**config.mk**
```make
export PLATFORM = sky130hd
export DESIGN_NAME = wav_header_stream_parser
export DESIGN_NICKNAME = d
export VERILOG_FILES = /design/src/hdl/whsp_pkg.sv /design/src/hdl/wav_header_stream_parser.sv /design/src/hdl/whsp_div.sv /design/src/hdl/whsp_ctrl.sv /design/src/hdl/whsp_dp.sv
export SDC_FILE = /design/constraint.sdc
export NUM_CORES = 2
export LEC_CHECK = 0
export ABC_AREA = 1
export ABC_CLOCK_PERIOD_IN_PS = 5300
export BUFFER_PORTS_ARGS = -buffer_cell sky130_fd_sc_hd__buf_2
export CAP_MARGIN = 0
export CELL_PAD_IN_SITES_DETAIL_PLACEMENT = 1
export CELL_PAD_IN_SITES_GLOBAL_PLACEMENT = 1
export CORE_MARGIN = 5
export CORE_UTILIZATION = 43
export CTS_CLUSTER_DIAMETER = 150
export DETAILED_ROUTE_END_ITERATION = 12
export PLACE_DENSITY = 0.76
export RECOVER_POWER = 50
export SLEW_MARGIN = 40
export SYNTH_ARGS = -nofsm -noshare
export SYNTH_HDL_FRONTEND = slang
export SYNTH_SLANG_ARGS = --single-unit
export TNS_END_PERCENT = 50
```
**constraint.sdc**
```tcl
create_clock -name clk -period 5.3 [get_ports clk]
set_input_delay 0.795 -clock clk [delete_from_list [all_inputs] [get_ports clk]]
set_output_delay 0.795 -clock clk [all_outputs]
set_load 0.01 [all_outputs]
```
**src/hdl/whsp_pkg.sv**
```systemverilog
// Package for the WAV header stream parser.
// Holds parse phases, result codes, chunk tags and controller types.
// No dependencies.
package whsp_pkg;

    localparam logic [31:0] TAG_RIFF   = 32'h5249_4646;
    localparam logic [31:0] TAG_WAVE   = 32'h5741_5645;
    localparam logic [31:0] TAG_FMT    = 32'h666D_7420;
    localparam logic [31:0] TAG_DATA   = 32'h6461_7461;
    localparam logic [31:0] FMT_LEN    = 32'd16;
    localparam logic [4:0]  SKIP_LEN   = 5'd6;
    localparam logic [31:0] RIFF_EXTRA = 32'd8;
    localparam logic [15:0] FMT_PCM    = 16'd1;
    localparam logic [15:0] FMT_FLOAT  = 16'd3;

    localparam int QUO_W = 32;
    localparam int DVS_W = 29;
    localparam int ITER_W = $clog2(QUO_W);

    typedef enum logic [3:0] {
        PH_RIFF  = 4'd0,
        PH_SIZE  = 4'd1,
        PH_WAVE  = 4'd2,
        PH_FHDR  = 4'd3,
        PH_FSKIP = 4'd4,
        PH_FBODY = 4'd5,
        PH_DHDR  = 4'd6,
        PH_DSKIP = 4'd7,
        PH_DATA  = 4'd8,
        PH_DONE  = 4'd9,
        PH_ERR   = 4'd10
    } phase_t;

    typedef enum logic [2:0] {
        ST_HDR   = 3'd0,
        ST_DATA  = 3'd1,
        ST_READY = 3'd2,
        ST_ERR   = 3'd3,
        ST_IGN   = 3'd4
    } status_t;

    typedef enum logic [2:0] {
        ERR_NONE    = 3'd0,
        ERR_RIFF    = 3'd1,
        ERR_WAVE    = 3'd2,
        ERR_NO_FMT  = 3'd3,
        ERR_FMT_LEN = 3'd4,
        ERR_FMT_TYP = 3'd5,
        ERR_NO_DATA = 3'd6
    } err_t;

    typedef enum logic {
        CS_RUN = 1'b0,
        CS_DIV = 1'b1
    } ctrl_state_t;

    typedef struct packed {
        logic step;
        logic div_start;
        logic div_commit;
    } ctrl_cmd_t;

    typedef struct packed {
        logic div_req;
        logic div_done;
    } ctrl_stat_t;

endpackage

```
**src/hdl/wav_header_stream_parser.sv**
```systemverilog
// Top level of the WAV header stream parser.
// Depends on whsp_pkg, whsp_ctrl, whsp_dp and whsp_div.
//
//  channel   handshake             payload
//  input     in_valid / in_ready   in_byte, first_byte
//  output    out_valid / out_ready status, error_code, data_byte, last_data,
//                                  channels, rate_hz, sample_bits, float_fmt,
//                                  data_bytes, frame_count
//
//  One byte per cycle while the output drains and no divide runs; one transaction out per byte in.
//  The result for the last byte of the data chunk header waits: the frame count
//  runs through a 32-step restoring divider before its result is shown.
//  Reset is asynchronous and clears all parse state at once; no clearing pass.
//  A byte is taken while no divide runs and the output register is empty or drained that cycle.
module wav_header_stream_parser (
    input  logic        clk,
    input  logic        rst_n,
    input  logic        in_valid,
    output logic        in_ready,
    input  logic [7:0]  in_byte,
    input  logic        first_byte,
    output logic        out_valid,
    input  logic        out_ready,
    output logic [2:0]  status,
    output logic [2:0]  error_code,
    output logic [7:0]  data_byte,
    output logic        last_data,
    output logic [15:0] channels,
    output logic [31:0] rate_hz,
    output logic [15:0] sample_bits,
    output logic        float_fmt,
    output logic [31:0] data_bytes,
    output logic [31:0] frame_count
);
    import whsp_pkg::*;

    ctrl_cmd_t        cmd;
    ctrl_stat_t       stat;
    logic             div_req;
    logic             div_done;
    logic [QUO_W-1:0] dividend;
    logic [DVS_W-1:0] divisor;
    logic [QUO_W-1:0] quotient;
    status_t          status_int;
    err_t             err_int;

    assign stat.div_req  = div_req;
    assign stat.div_done = div_done;

    whsp_ctrl u_ctrl (
        .clk       (clk),
        .rst_n     (rst_n),
        .in_valid  (in_valid),
        .in_ready  (in_ready),
        .out_valid (out_valid),
        .out_ready (out_ready),
        .stat      (stat),
        .cmd       (cmd)
    );

    whsp_dp u_dp (
        .clk         (clk),
        .rst_n       (rst_n),
        .cmd         (cmd),
        .in_byte     (in_byte),
        .first_byte  (first_byte),
        .quotient    (quotient),
        .div_req     (div_req),
        .dividend    (dividend),
        .divisor     (divisor),
        .status      (status_int),
        .error_code  (err_int),
        .data_byte   (data_byte),
        .last_data   (last_data),
        .channels    (channels),
        .rate_hz     (rate_hz),
        .sample_bits (sample_bits),
        .float_fmt   (float_fmt),
        .data_bytes  (data_bytes),
        .frame_count (frame_count)
    );

    whsp_div u_div (
        .clk      (clk),
        .rst_n    (rst_n),
        .start    (cmd.div_start),
        .dividend (dividend),
        .divisor  (divisor),
        .done     (div_done),
        .quotient (quotient)
    );

    assign status     = status_int;
    assign error_code = err_int;

endmodule

```
**src/hdl/whsp_div.sv**
```systemverilog
// Restoring divider for the frame count, one quotient bit per cycle.
// Depends on whsp_pkg.
module whsp_div (
    input  logic                       clk,
    input  logic                       rst_n,
    input  logic                       start,
    input  logic [whsp_pkg::QUO_W-1:0] dividend,
    input  logic [whsp_pkg::DVS_W-1:0] divisor,
    output logic                       done,
    output logic [whsp_pkg::QUO_W-1:0] quotient
);
    import whsp_pkg::*;

    logic              busy_reg;
    logic              done_reg;
    logic [ITER_W-1:0] iter_reg;
    logic [QUO_W-1:0]  quo_reg;
    logic [DVS_W-1:0]  rem_reg;
    logic [DVS_W-1:0]  dvs_reg;
    logic [DVS_W:0]    trial;
    logic              fits;

    assign trial = {rem_reg, quo_reg[QUO_W-1]};
    assign fits  = (trial >= {1'b0, dvs_reg});

    always_ff @(posedge clk or negedge rst_n)
    begin
        if (!rst_n)
        begin
            busy_reg <= 1'b0;
            done_reg <= 1'b0;
            iter_reg <= '0;
        end
        else
        begin
            done_reg <= busy_reg && (iter_reg == ITER_W'(QUO_W - 1));
            if (start)
            begin
                busy_reg <= 1'b1;
                iter_reg <= '0;
            end
            else if (busy_reg)
            begin
                iter_reg <= iter_reg + ITER_W'(1);
                if (iter_reg == ITER_W'(QUO_W - 1))
                    busy_reg <= 1'b0;
            end
        end
    end

    always_ff @(posedge clk)
    begin
        if (start)
        begin
            quo_reg <= dividend;
            rem_reg <= '0;
            dvs_reg <= divisor;
        end
        else if (busy_reg)
        begin
            quo_reg <= {quo_reg[QUO_W-2:0], fits};
            rem_reg <= fits ? DVS_W'(trial - {1'b0, dvs_reg}) : trial[DVS_W-1:0];
        end
    end

    assign done     = done_reg;
    assign quotient = (dvs_reg == '0) ? '0 : quo_reg;

endmodule

```
**src/hdl/whsp_ctrl.sv**
```systemverilog
// Transaction sequencer: input and output handshakes, divider start and commit.
// Depends on whsp_pkg.
module whsp_ctrl (
    input  logic                   clk,
    input  logic                   rst_n,
    input  logic                   in_valid,
    output logic                   in_ready,
    output logic                   out_valid,
    input  logic                   out_ready,
    input  whsp_pkg::ctrl_stat_t   stat,
    output whsp_pkg::ctrl_cmd_t    cmd
);
    import whsp_pkg::*;

    ctrl_state_t state_reg;
    ctrl_state_t state_next;
    logic        out_valid_reg;
    logic        out_valid_next;
    logic        accept;

    assign in_ready  = (state_reg == CS_RUN) && (!out_valid_reg || out_ready);
    assign accept    = in_valid && in_ready;
    assign out_valid = out_valid_reg;

    always_comb
    begin
        state_next = state_reg;
        case (state_reg)
            CS_RUN:
                if (accept && stat.div_req)
                    state_next = CS_DIV;
            CS_DIV:
                if (stat.div_done)
                    state_next = CS_RUN;
            default:
                state_next = CS_RUN;
        endcase
    end

    always_comb
    begin
        cmd            = '0;
        out_valid_next = out_valid_reg && !out_ready;
        case (state_reg)
            CS_RUN:
            begin
                cmd.step      = accept;
                cmd.div_start = accept && stat.div_req;
                if (accept && !stat.div_req)
                    out_valid_next = 1'b1;
            end
            CS_DIV:
            begin
                cmd.div_commit = stat.div_done;
                if (stat.div_done)
                    out_valid_next = 1'b1;
            end
            default:
            begin
                cmd = '0;
            end
        endcase
    end

    always_ff @(posedge clk or negedge rst_n)
    begin
        if (!rst_n)
        begin
            state_reg     <= CS_RUN;
            out_valid_reg <= 1'b0;
        end
        else
        begin
            state_reg     <= state_next;
            out_valid_reg <= out_valid_next;
        end
    end

    a_no_accept_in_div: assert property (@(posedge clk) disable iff (!rst_n)
        state_reg == CS_DIV |-> !in_ready)
        else $error("input taken while dividing");

    a_start_enters_div: assert property (@(posedge clk) disable iff (!rst_n)
        cmd.div_start |=> state_reg == CS_DIV && !out_valid_reg)
        else $error("divider start did not enter divide state");

    a_commit_in_div: assert property (@(posedge clk) disable iff (!rst_n)
        cmd.div_commit |-> state_reg == CS_DIV)
        else $error("commit outside divide state");

    a_commit_shows: assert property (@(posedge clk) disable iff (!rst_n)
        cmd.div_commit |=> out_valid_reg && state_reg == CS_RUN)
        else $error("committed result not shown");

endmodule

```
**src/hdl/whsp_dp.sv**
```systemverilog
// Parser datapath: chunk walk, field capture and the result register.
// Depends on whsp_pkg.
module whsp_dp (
    input  logic                       clk,
    input  logic                       rst_n,
    input  whsp_pkg::ctrl_cmd_t        cmd,
    input  logic [7:0]                 in_byte,
    input  logic                       first_byte,
    input  logic [whsp_pkg::QUO_W-1:0] quotient,
    output logic                       div_req,
    output logic [whsp_pkg::QUO_W-1:0] dividend,
    output logic [whsp_pkg::DVS_W-1:0] divisor,
    output whsp_pkg::status_t          status,
    output whsp_pkg::err_t             error_code,
    output logic [7:0]                 data_byte,
    output logic                       last_data,
    output logic [15:0]                channels,
    output logic [31:0]                rate_hz,
    output logic [15:0]                sample_bits,
    output logic                       float_fmt,
    output logic [31:0]                data_bytes,
    output logic [31:0]                frame_count
);
    import whsp_pkg::*;

    phase_t      phase_reg, phase_next;
    logic [31:0] pos_reg, pos_next;
    logic [31:0] rend_reg, rend_next;
    logic [31:0] tag_reg, tag_next;
    logic [4:0]  cnt_reg, cnt_next;
    logic [31:0] rem_reg, rem_next;
    logic [15:0] fmt_reg, fmt_next;
    logic [15:0] chan_reg, chan_next;
    logic [31:0] rate_reg, rate_next;
    logic [15:0] depth_reg, depth_next;
    logic [31:0] dsize_reg, dsize_next;
    logic [31:0] frame_reg, frame_next;

    status_t     st_next;
    err_t        err_next;
    logic [7:0]  dbyte_next;
    logic        last_next;
    logic [31:0] product;

    status_t     status_reg;
    err_t        err_reg;
    logic [7:0]  dbyte_reg;
    logic        last_reg;
    logic [15:0] ochan_reg;
    logic [31:0] orate_reg;
    logic [15:0] odepth_reg;
    logic        ofloat_reg;
    logic [31:0] odsize_reg;
    logic [31:0] oframe_reg;

    always_comb
    begin
        logic [4:0]  n;
        logic [2:0]  hn;
        logic [31:0] target;
        logic        is_fhdr;
        logic        fmt_bad;

        phase_next = first_byte ? PH_RIFF : phase_reg;
        pos_next   = first_byte ? '0 : pos_reg;
        rend_next  = first_byte ? '0 : rend_reg;
        tag_next   = first_byte ? '0 : tag_reg;
        cnt_next   = first_byte ? '0 : cnt_reg;
        rem_next   = first_byte ? '0 : rem_reg;
        fmt_next   = first_byte ? '0 : fmt_reg;
        chan_next  = first_byte ? '0 : chan_reg;
        rate_next  = first_byte ? '0 : rate_reg;
        depth_next = first_byte ? '0 : depth_reg;
        dsize_next = first_byte ? '0 : dsize_reg;
        frame_next = first_byte ? '0 : frame_reg;
        st_next    = ST_HDR;
        err_next   = ERR_NONE;
        dbyte_next = '0;
        last_next  = 1'b0;
        div_req    = 1'b0;
        n          = cnt_next;
        hn         = cnt_next[2:0];
        is_fhdr    = (phase_next == PH_FHDR);
        target     = is_fhdr ? TAG_FMT : TAG_DATA;
        fmt_bad    = 1'b0;

        case (phase_next)
            PH_RIFF, PH_WAVE:
            begin
                tag_next = {tag_next[23:0], in_byte};
                if (n < 5'd3)
                    cnt_next = n + 5'd1;
                else
                begin
                    cnt_next = '0;
                    if (phase_next == PH_RIFF)
                    begin
                        if (tag_next != TAG_RIFF)
                        begin
                            phase_next = PH_ERR;
                            st_next    = ST_ERR;
                            err_next   = ERR_RIFF;
                        end
                        else
                            phase_next = PH_SIZE;
                    end
                    else
                    begin
                        if (tag_next != TAG_WAVE)
                        begin
                            phase_next = PH_ERR;
                            st_next    = ST_ERR;
                            err_next   = ERR_WAVE;
                        end
                        else
                            phase_next = PH_FHDR;
                    end
                end
            end
            PH_SIZE:
            begin
                if (n == 5'd0)
                    rend_next = '0;
                rend_next = rend_next | ({24'd0, in_byte} << {n[1:0], 3'b000});
                if (n < 5'd3)
                    cnt_next = n + 5'd1;
                else
                begin
                    cnt_next   = '0;
                    rend_next  = rend_next + RIFF_EXTRA;
                    phase_next = PH_WAVE;
                end
            end
            PH_FHDR, PH_DHDR:
            begin
                if (hn == 3'd0 && pos_next >= rend_next)
                begin
                    phase_next = PH_ERR;
                    st_next    = ST_ERR;
                    err_next   = is_fhdr ? ERR_NO_FMT : ERR_NO_DATA;
                end
                else
                begin
                    if (hn < 3'd4)
                    begin
                        tag_next = {tag_next[23:0], in_byte};
                        if (hn == 3'd0)
                            rem_next = '0;
                    end
                    else
                        rem_next = rem_next | ({24'd0, in_byte} << {hn[1:0], 3'b000});
                    if (hn < 3'd7)
                        cnt_next = {2'b00, hn + 3'd1};
                    else
                    begin
                        cnt_next = '0;
                        if (tag_next == target)
                        begin
                            if (is_fhdr)
                            begin
                                if (rem_next != FMT_LEN)
                                begin
                                    phase_next = PH_ERR;
                                    st_next    = ST_ERR;
                                    err_next   = ERR_FMT_LEN;
                                end
                                else
                                    phase_next = PH_FBODY;
                            end
                            else
                            begin
                                div_req    = 1'b1;
                                dsize_next = rem_next;
                                st_next    = ST_READY;
                                phase_next = (rem_next == '0) ? PH_DONE : PH_DATA;
                            end
                        end
                        else if (rem_next != '0)
                            phase_next = is_fhdr ? PH_FSKIP : PH_DSKIP;
                    end
                end
            end
            PH_FSKIP, PH_DSKIP:
            begin
                rem_next = rem_next - 32'd1;
                if (rem_next == '0)
                begin
                    phase_next = (phase_next == PH_FSKIP) ? PH_FHDR : PH_DHDR;
                    cnt_next   = '0;
                end
            end
            PH_FBODY:
            begin
                if (n == 5'd0)
                    fmt_next = {8'd0, in_byte};
                else if (n == 5'd1)
                begin
                    fmt_next = fmt_next | {in_byte, 8'd0};
                    if (fmt_next != FMT_PCM && fmt_next != FMT_FLOAT)
                    begin
                        fmt_bad    = 1'b1;
                        phase_next = PH_ERR;
                        st_next    = ST_ERR;
                        err_next   = ERR_FMT_TYP;
                        cnt_next   = '0;
                    end
                end
                else if (n == 5'd2)
                    chan_next = {8'd0, in_byte};
                else if (n == 5'd3)
                    chan_next = chan_next | {in_byte, 8'd0};
                else if (n < 5'd8)
                begin
                    if (n == 5'd4)
                        rate_next = '0;
                    rate_next = rate_next | ({24'd0, in_byte} << {n[1:0], 3'b000});
                end
                else if (n < 5'd8 + SKIP_LEN)
                    rate_next = rate_next;
                else if (n == 5'd8 + SKIP_LEN)
                    depth_next = {8'd0, in_byte};
                else
                    depth_next = depth_next | {in_byte, 8'd0};
                if (!fmt_bad)
                begin
                    if (n < 5'(FMT_LEN - 32'd1))
                        cnt_next = n + 5'd1;
                    else
                    begin
                        cnt_next   = '0;
                        phase_next = PH_DHDR;
                    end
                end
            end
            PH_DATA:
            begin
                st_next    = ST_DATA;
                dbyte_next = in_byte;
                rem_next   = rem_next - 32'd1;
                if (rem_next == '0)
                begin
                    last_next  = 1'b1;
                    phase_next = PH_DONE;
                end
            end
            default:
            begin
                st_next = ST_IGN;
            end
        endcase
        pos_next = pos_next + 32'd1;
    end

    assign product  = chan_reg * depth_reg;
    assign divisor  = product[31:3];
    assign dividend = dsize_next;

    always_ff @(posedge clk or negedge rst_n)
    begin
        if (!rst_n)
        begin
            phase_reg <= PH_RIFF;
            pos_reg   <= '0;
            rend_reg  <= '0;
            tag_reg   <= '0;
            cnt_reg   <= '0;
            rem_reg   <= '0;
            fmt_reg   <= '0;
            chan_reg  <= '0;
            rate_reg  <= '0;
            depth_reg <= '0;
            dsize_reg <= '0;
            frame_reg <= '0;
        end
        else if (cmd.step)
        begin
            phase_reg <= phase_next;
            pos_reg   <= pos_next;
            rend_reg  <= rend_next;
            tag_reg   <= tag_next;
            cnt_reg   <= cnt_next;
            rem_reg   <= rem_next;
            fmt_reg   <= fmt_next;
            chan_reg  <= chan_next;
            rate_reg  <= rate_next;
            depth_reg <= depth_next;
            dsize_reg <= dsize_next;
            frame_reg <= frame_next;
        end
        else if (cmd.div_commit)
            frame_reg <= quotient;
    end

    always_ff @(posedge clk)
    begin
        if (cmd.step)
        begin
            status_reg <= st_next;
            err_reg    <= err_next;
            dbyte_reg  <= dbyte_next;
            last_reg   <= last_next;
            ochan_reg  <= chan_next;
            orate_reg  <= rate_next;
            odepth_reg <= depth_next;
            ofloat_reg <= (fmt_next == FMT_FLOAT);
            odsize_reg <= dsize_next;
            oframe_reg <= frame_next;
        end
        else if (cmd.div_commit)
            oframe_reg <= quotient;
    end

    assign status      = status_reg;
    assign error_code  = err_reg;
    assign data_byte   = dbyte_reg;
    assign last_data   = last_reg;
    assign channels    = ochan_reg;
    assign rate_hz     = orate_reg;
    assign sample_bits = odepth_reg;
    assign float_fmt   = ofloat_reg;
    assign data_bytes  = odsize_reg;
    assign frame_count = oframe_reg;

endmodule
```
==> out/metrics.cfg <==
[final_layout]
multi_input_area_sq_um = 22200
syn_to_final_growth_pct = 14.4
n_antenna_cell = 0
drive_above_1_share = 0.107
n_fill_cell = 11417
regArea_sq_um = 14000
nNetsFinal = 5829
fin_util = 0.496

[grt]
antenna_found_initial = 3
grt_max_degree = 178
grt_pass1_wl_microns = 227000
grt_pass1_vias = 39194
gr-total-overflow = 0
gr-usage-all-layers = 0.291

[job]
drv_cap = 7

[hold_path]
min_path_type = register to register
whs_path_depth = 2

[sta]
setup_ws_ns = -0.404
hold_violations = 0
fin_crit_sh = 1.08
rsz0062_at_grt = yes
slew_headroom = -1.00
tightest_slew_ns = 3.00
period_needed_ns = 5.70
fin_skew_ns = 0.0542
slew_viol_final = 517
max_freq_ghz = 0.175
finalSetupViolCount = 61

[place]
dpl.hpwl_microns = 107000
dp_slack_ns = -0.705
gp_congestion = 0.945
portBuffers = 158

[worst_setup_path]
crit_path_start_kind = register
critical_path.max_fanout = 4
critPathKind = register to register
endpoint_kind = register
worstPathRequired_ns = 5.69
r2r_cells = 25
critPathArrivalTime_ns = 6.09

[synthesis]
synthDominantCellAreaShare = 0.182
synth_most_common_cell = nand2_1
synth_seq_cells = 524
yosysUniqueCellTypes = 62
synthTopCellsByCount = 1417 x nand2_1, 770 x inv_1, 403 x nor2_1, 368 x o21ai_0, 301 x nand3_1
yosysWarnings = 0
synth_edf_count = 205
muxShareOfSynthArea = 0
synth_top_cell_by_area = dfrtp_1
synth_xor_area_frac = 0.0224
synthFlopType = dfrtp_1
synth.area.top_cells = dfrtp_1 18%, edfxtp_1 15%, nand2_1 13%, fa_1 9.8%, inv_1 7.3%
synth_area_sq_um = 39800
synthArstFlopShare = 0.553
synth_compound_area_frac = 0.125
synthCells = 5263
seq_area_frac_synth = 0.351
synth_top_family_by_area = simple AND/OR/NAND/NOR gates
avgSynthCellArea_sq_um = 7.57
synthAdderAreaFrac = 0.152
syn-num-nets = 5644
synth_simple_gate_area_frac = 0.244

[clock_network]
ctsRootBufferMaster = clkbuf_16
cts_tree = done
cts.sinks = 524
ctsHoldBuffers = 0
clk_path_buf_depth = 3
cts_buffers = 68
clkTransAtPathRegs_ns = 0.06
h-tree-depth = 3
clk_latency_ns = 0.66

[routing]
ant_nets = 0
wire_per_inst_microns = 21.7
via_count = 37297
wl_met1_microns = 62700
first_iter_violations = 2655
drc_errors = 0
routed_via_density = 5.53
drtPass1Iterations = 6
routed_wl_microns = 146000
wl_met3_microns = 6490
topRoutingLayerUsed = met5
dr_wl_met2_microns = 71300

[floorplan]
row_count = 111
initial_utilization = 0.434
die_height_microns = 314
die_width_microns = 314
core_area_sq_um = 91800
die_area_sq_um = 98800
io_pins = 159

[power_and_ir_drop]
powerDensity_nw_per_um2 = 322
ir_drop_mv = 0.292
power_leakage_nw = 22.1

[outcome]
outcome = complete, but fails checks
violations = max-capacitance violations, max-slew violations, negative setup slack

-- final cells by class --
class | instances | share of cell area
Clock buffer | 89 | 0.0406
Timing Repair Buffer | 384 | 0.0547
Inverter | 788 | 0.0653
Sequential cell | 524 | 0.308
Tap cell | 1243 | 0.0341
Clock inverter | 37 | 0.00981
Multi-Input combinational cell | 3682 | 0.488
-- cell usage in the layout (no fill, tap or decap), types with 14 or more instances in the layout --
cell type	n
clkbuf_1	166
nor3_1	36
nor4_1	17
nand2_2	39
xnor2_1	44
ha_1	161
clkbuf_16	69
o211ai_1	16
o21ai_1	65
nor2_1	397
nand3_1	298
edfxtp_1	205
fa_1	185
a21oi_1	205
inv_1	744
o22ai_1	27
nand2_1	1393
nor2_2	27
o21ai_2	38
inv_2	38
xor2_1	55
o31ai_1	67
o21ai_0	360
dfrtp_1	270
nand2_4	14
buf_4	186
buf_6	18
dfxtp_1	29
dfrtp_2	20
nand4_1	71
-- per-layer routing --
| metal | GRT usage | up-vias |
|---|---|---|
| met5 | 0 | - |
| met4 | 0.103 | 2 |
| met3 | 0.0328 | 297 |
| met2 | 0.504 | 977 |
| met1 | 0.379 | 18744 |
| li1 | - | 17277 |
-- final timing paths --
path,start,slack [ns],endpoint
max,u_dp.depth_reg[4],-0.40,u_div.dvs_reg[25]
max reg2reg,u_dp.depth_reg[4],-0.40,u_div.dvs_reg[25]
max in group asynchronous,rst_n,1.02,u_div.busy_reg
min,u_dp.rate_reg[5],0.48,u_dp.rate_reg[5]
min in group asynchronous,rst_n,1.14,u_dp.rend_reg[8]
min reg2reg,u_dp.rate_reg[5],0.48,u_dp.rate_reg[5]
-- through the flow --
step	hold slack, ns	total power, mW	TNS, ns	instance area, sq um	instances
after floorplan	0.425	8.20	-0.140	40100	5263
after global placement	0.460	9.73	-3.45	42700	6582
after detailed placement	0.466	9.83	-7.12	42700	6582
after CTS	0.0473	14.7	-2.13	45400	6733
after global routing	0.495	15.4	-68.73	45600	6747
final	0.481	14.6	-5.53	45600	6747
-- power by group --
group          internal [mW]  switching [mW]  total, mW
Sequential              4.64           0.266       4.91
Clock                   2.84            1.96       4.79
Combinational           1.29            3.66       4.95
Total                   8.77            5.88       14.6
-- repair_timing --
item / in CTS / in global routing
setup buffers: 25 / 16
endpoints found under the setup margin: 20 / 20
gates resized for setup: 76 / 87
pin swaps: 19 / 45
-- critical path, stage by stage, from the launching register on --
cell	delay [ns]
dfrtp_2	0.45
buf_12	0.15
buf_6	0.11
nand2_2	0.07
inv_2	0.04
fa_1	0.52
inv_1	0.06
fa_2	0.54
fa_1	0.44
fa_1	0.49
inv_1	0.05
fa_1	0.48
inv_1	0.05
fa_1	0.49
inv_2	0.05
ha_4	0.22
a21oi_2	0.16
inv_2	0.06
a31oi_2	0.18
o21ai_2	0.08
a21oi_2	0.15
o21bai_1	0.11
nand2_1	0.11
nand2_2	0.10
a31oi_4	0.21
xor2_1	0.08
-- logic make-up after synthesis --
| kind of cell | count (synthesis) |
|---|---|
| AO/OA/AOI/OAI | 879 |
| buffers and inverters | 1057 |
| AND/OR/NAND/NOR | 2333 |
| XOR/XNOR | 102 |
| adder cells (fa/ha/maj) | 368 |
| flip-flops | 524 |
Note: power is estimated with default switching activity, not from simulation.
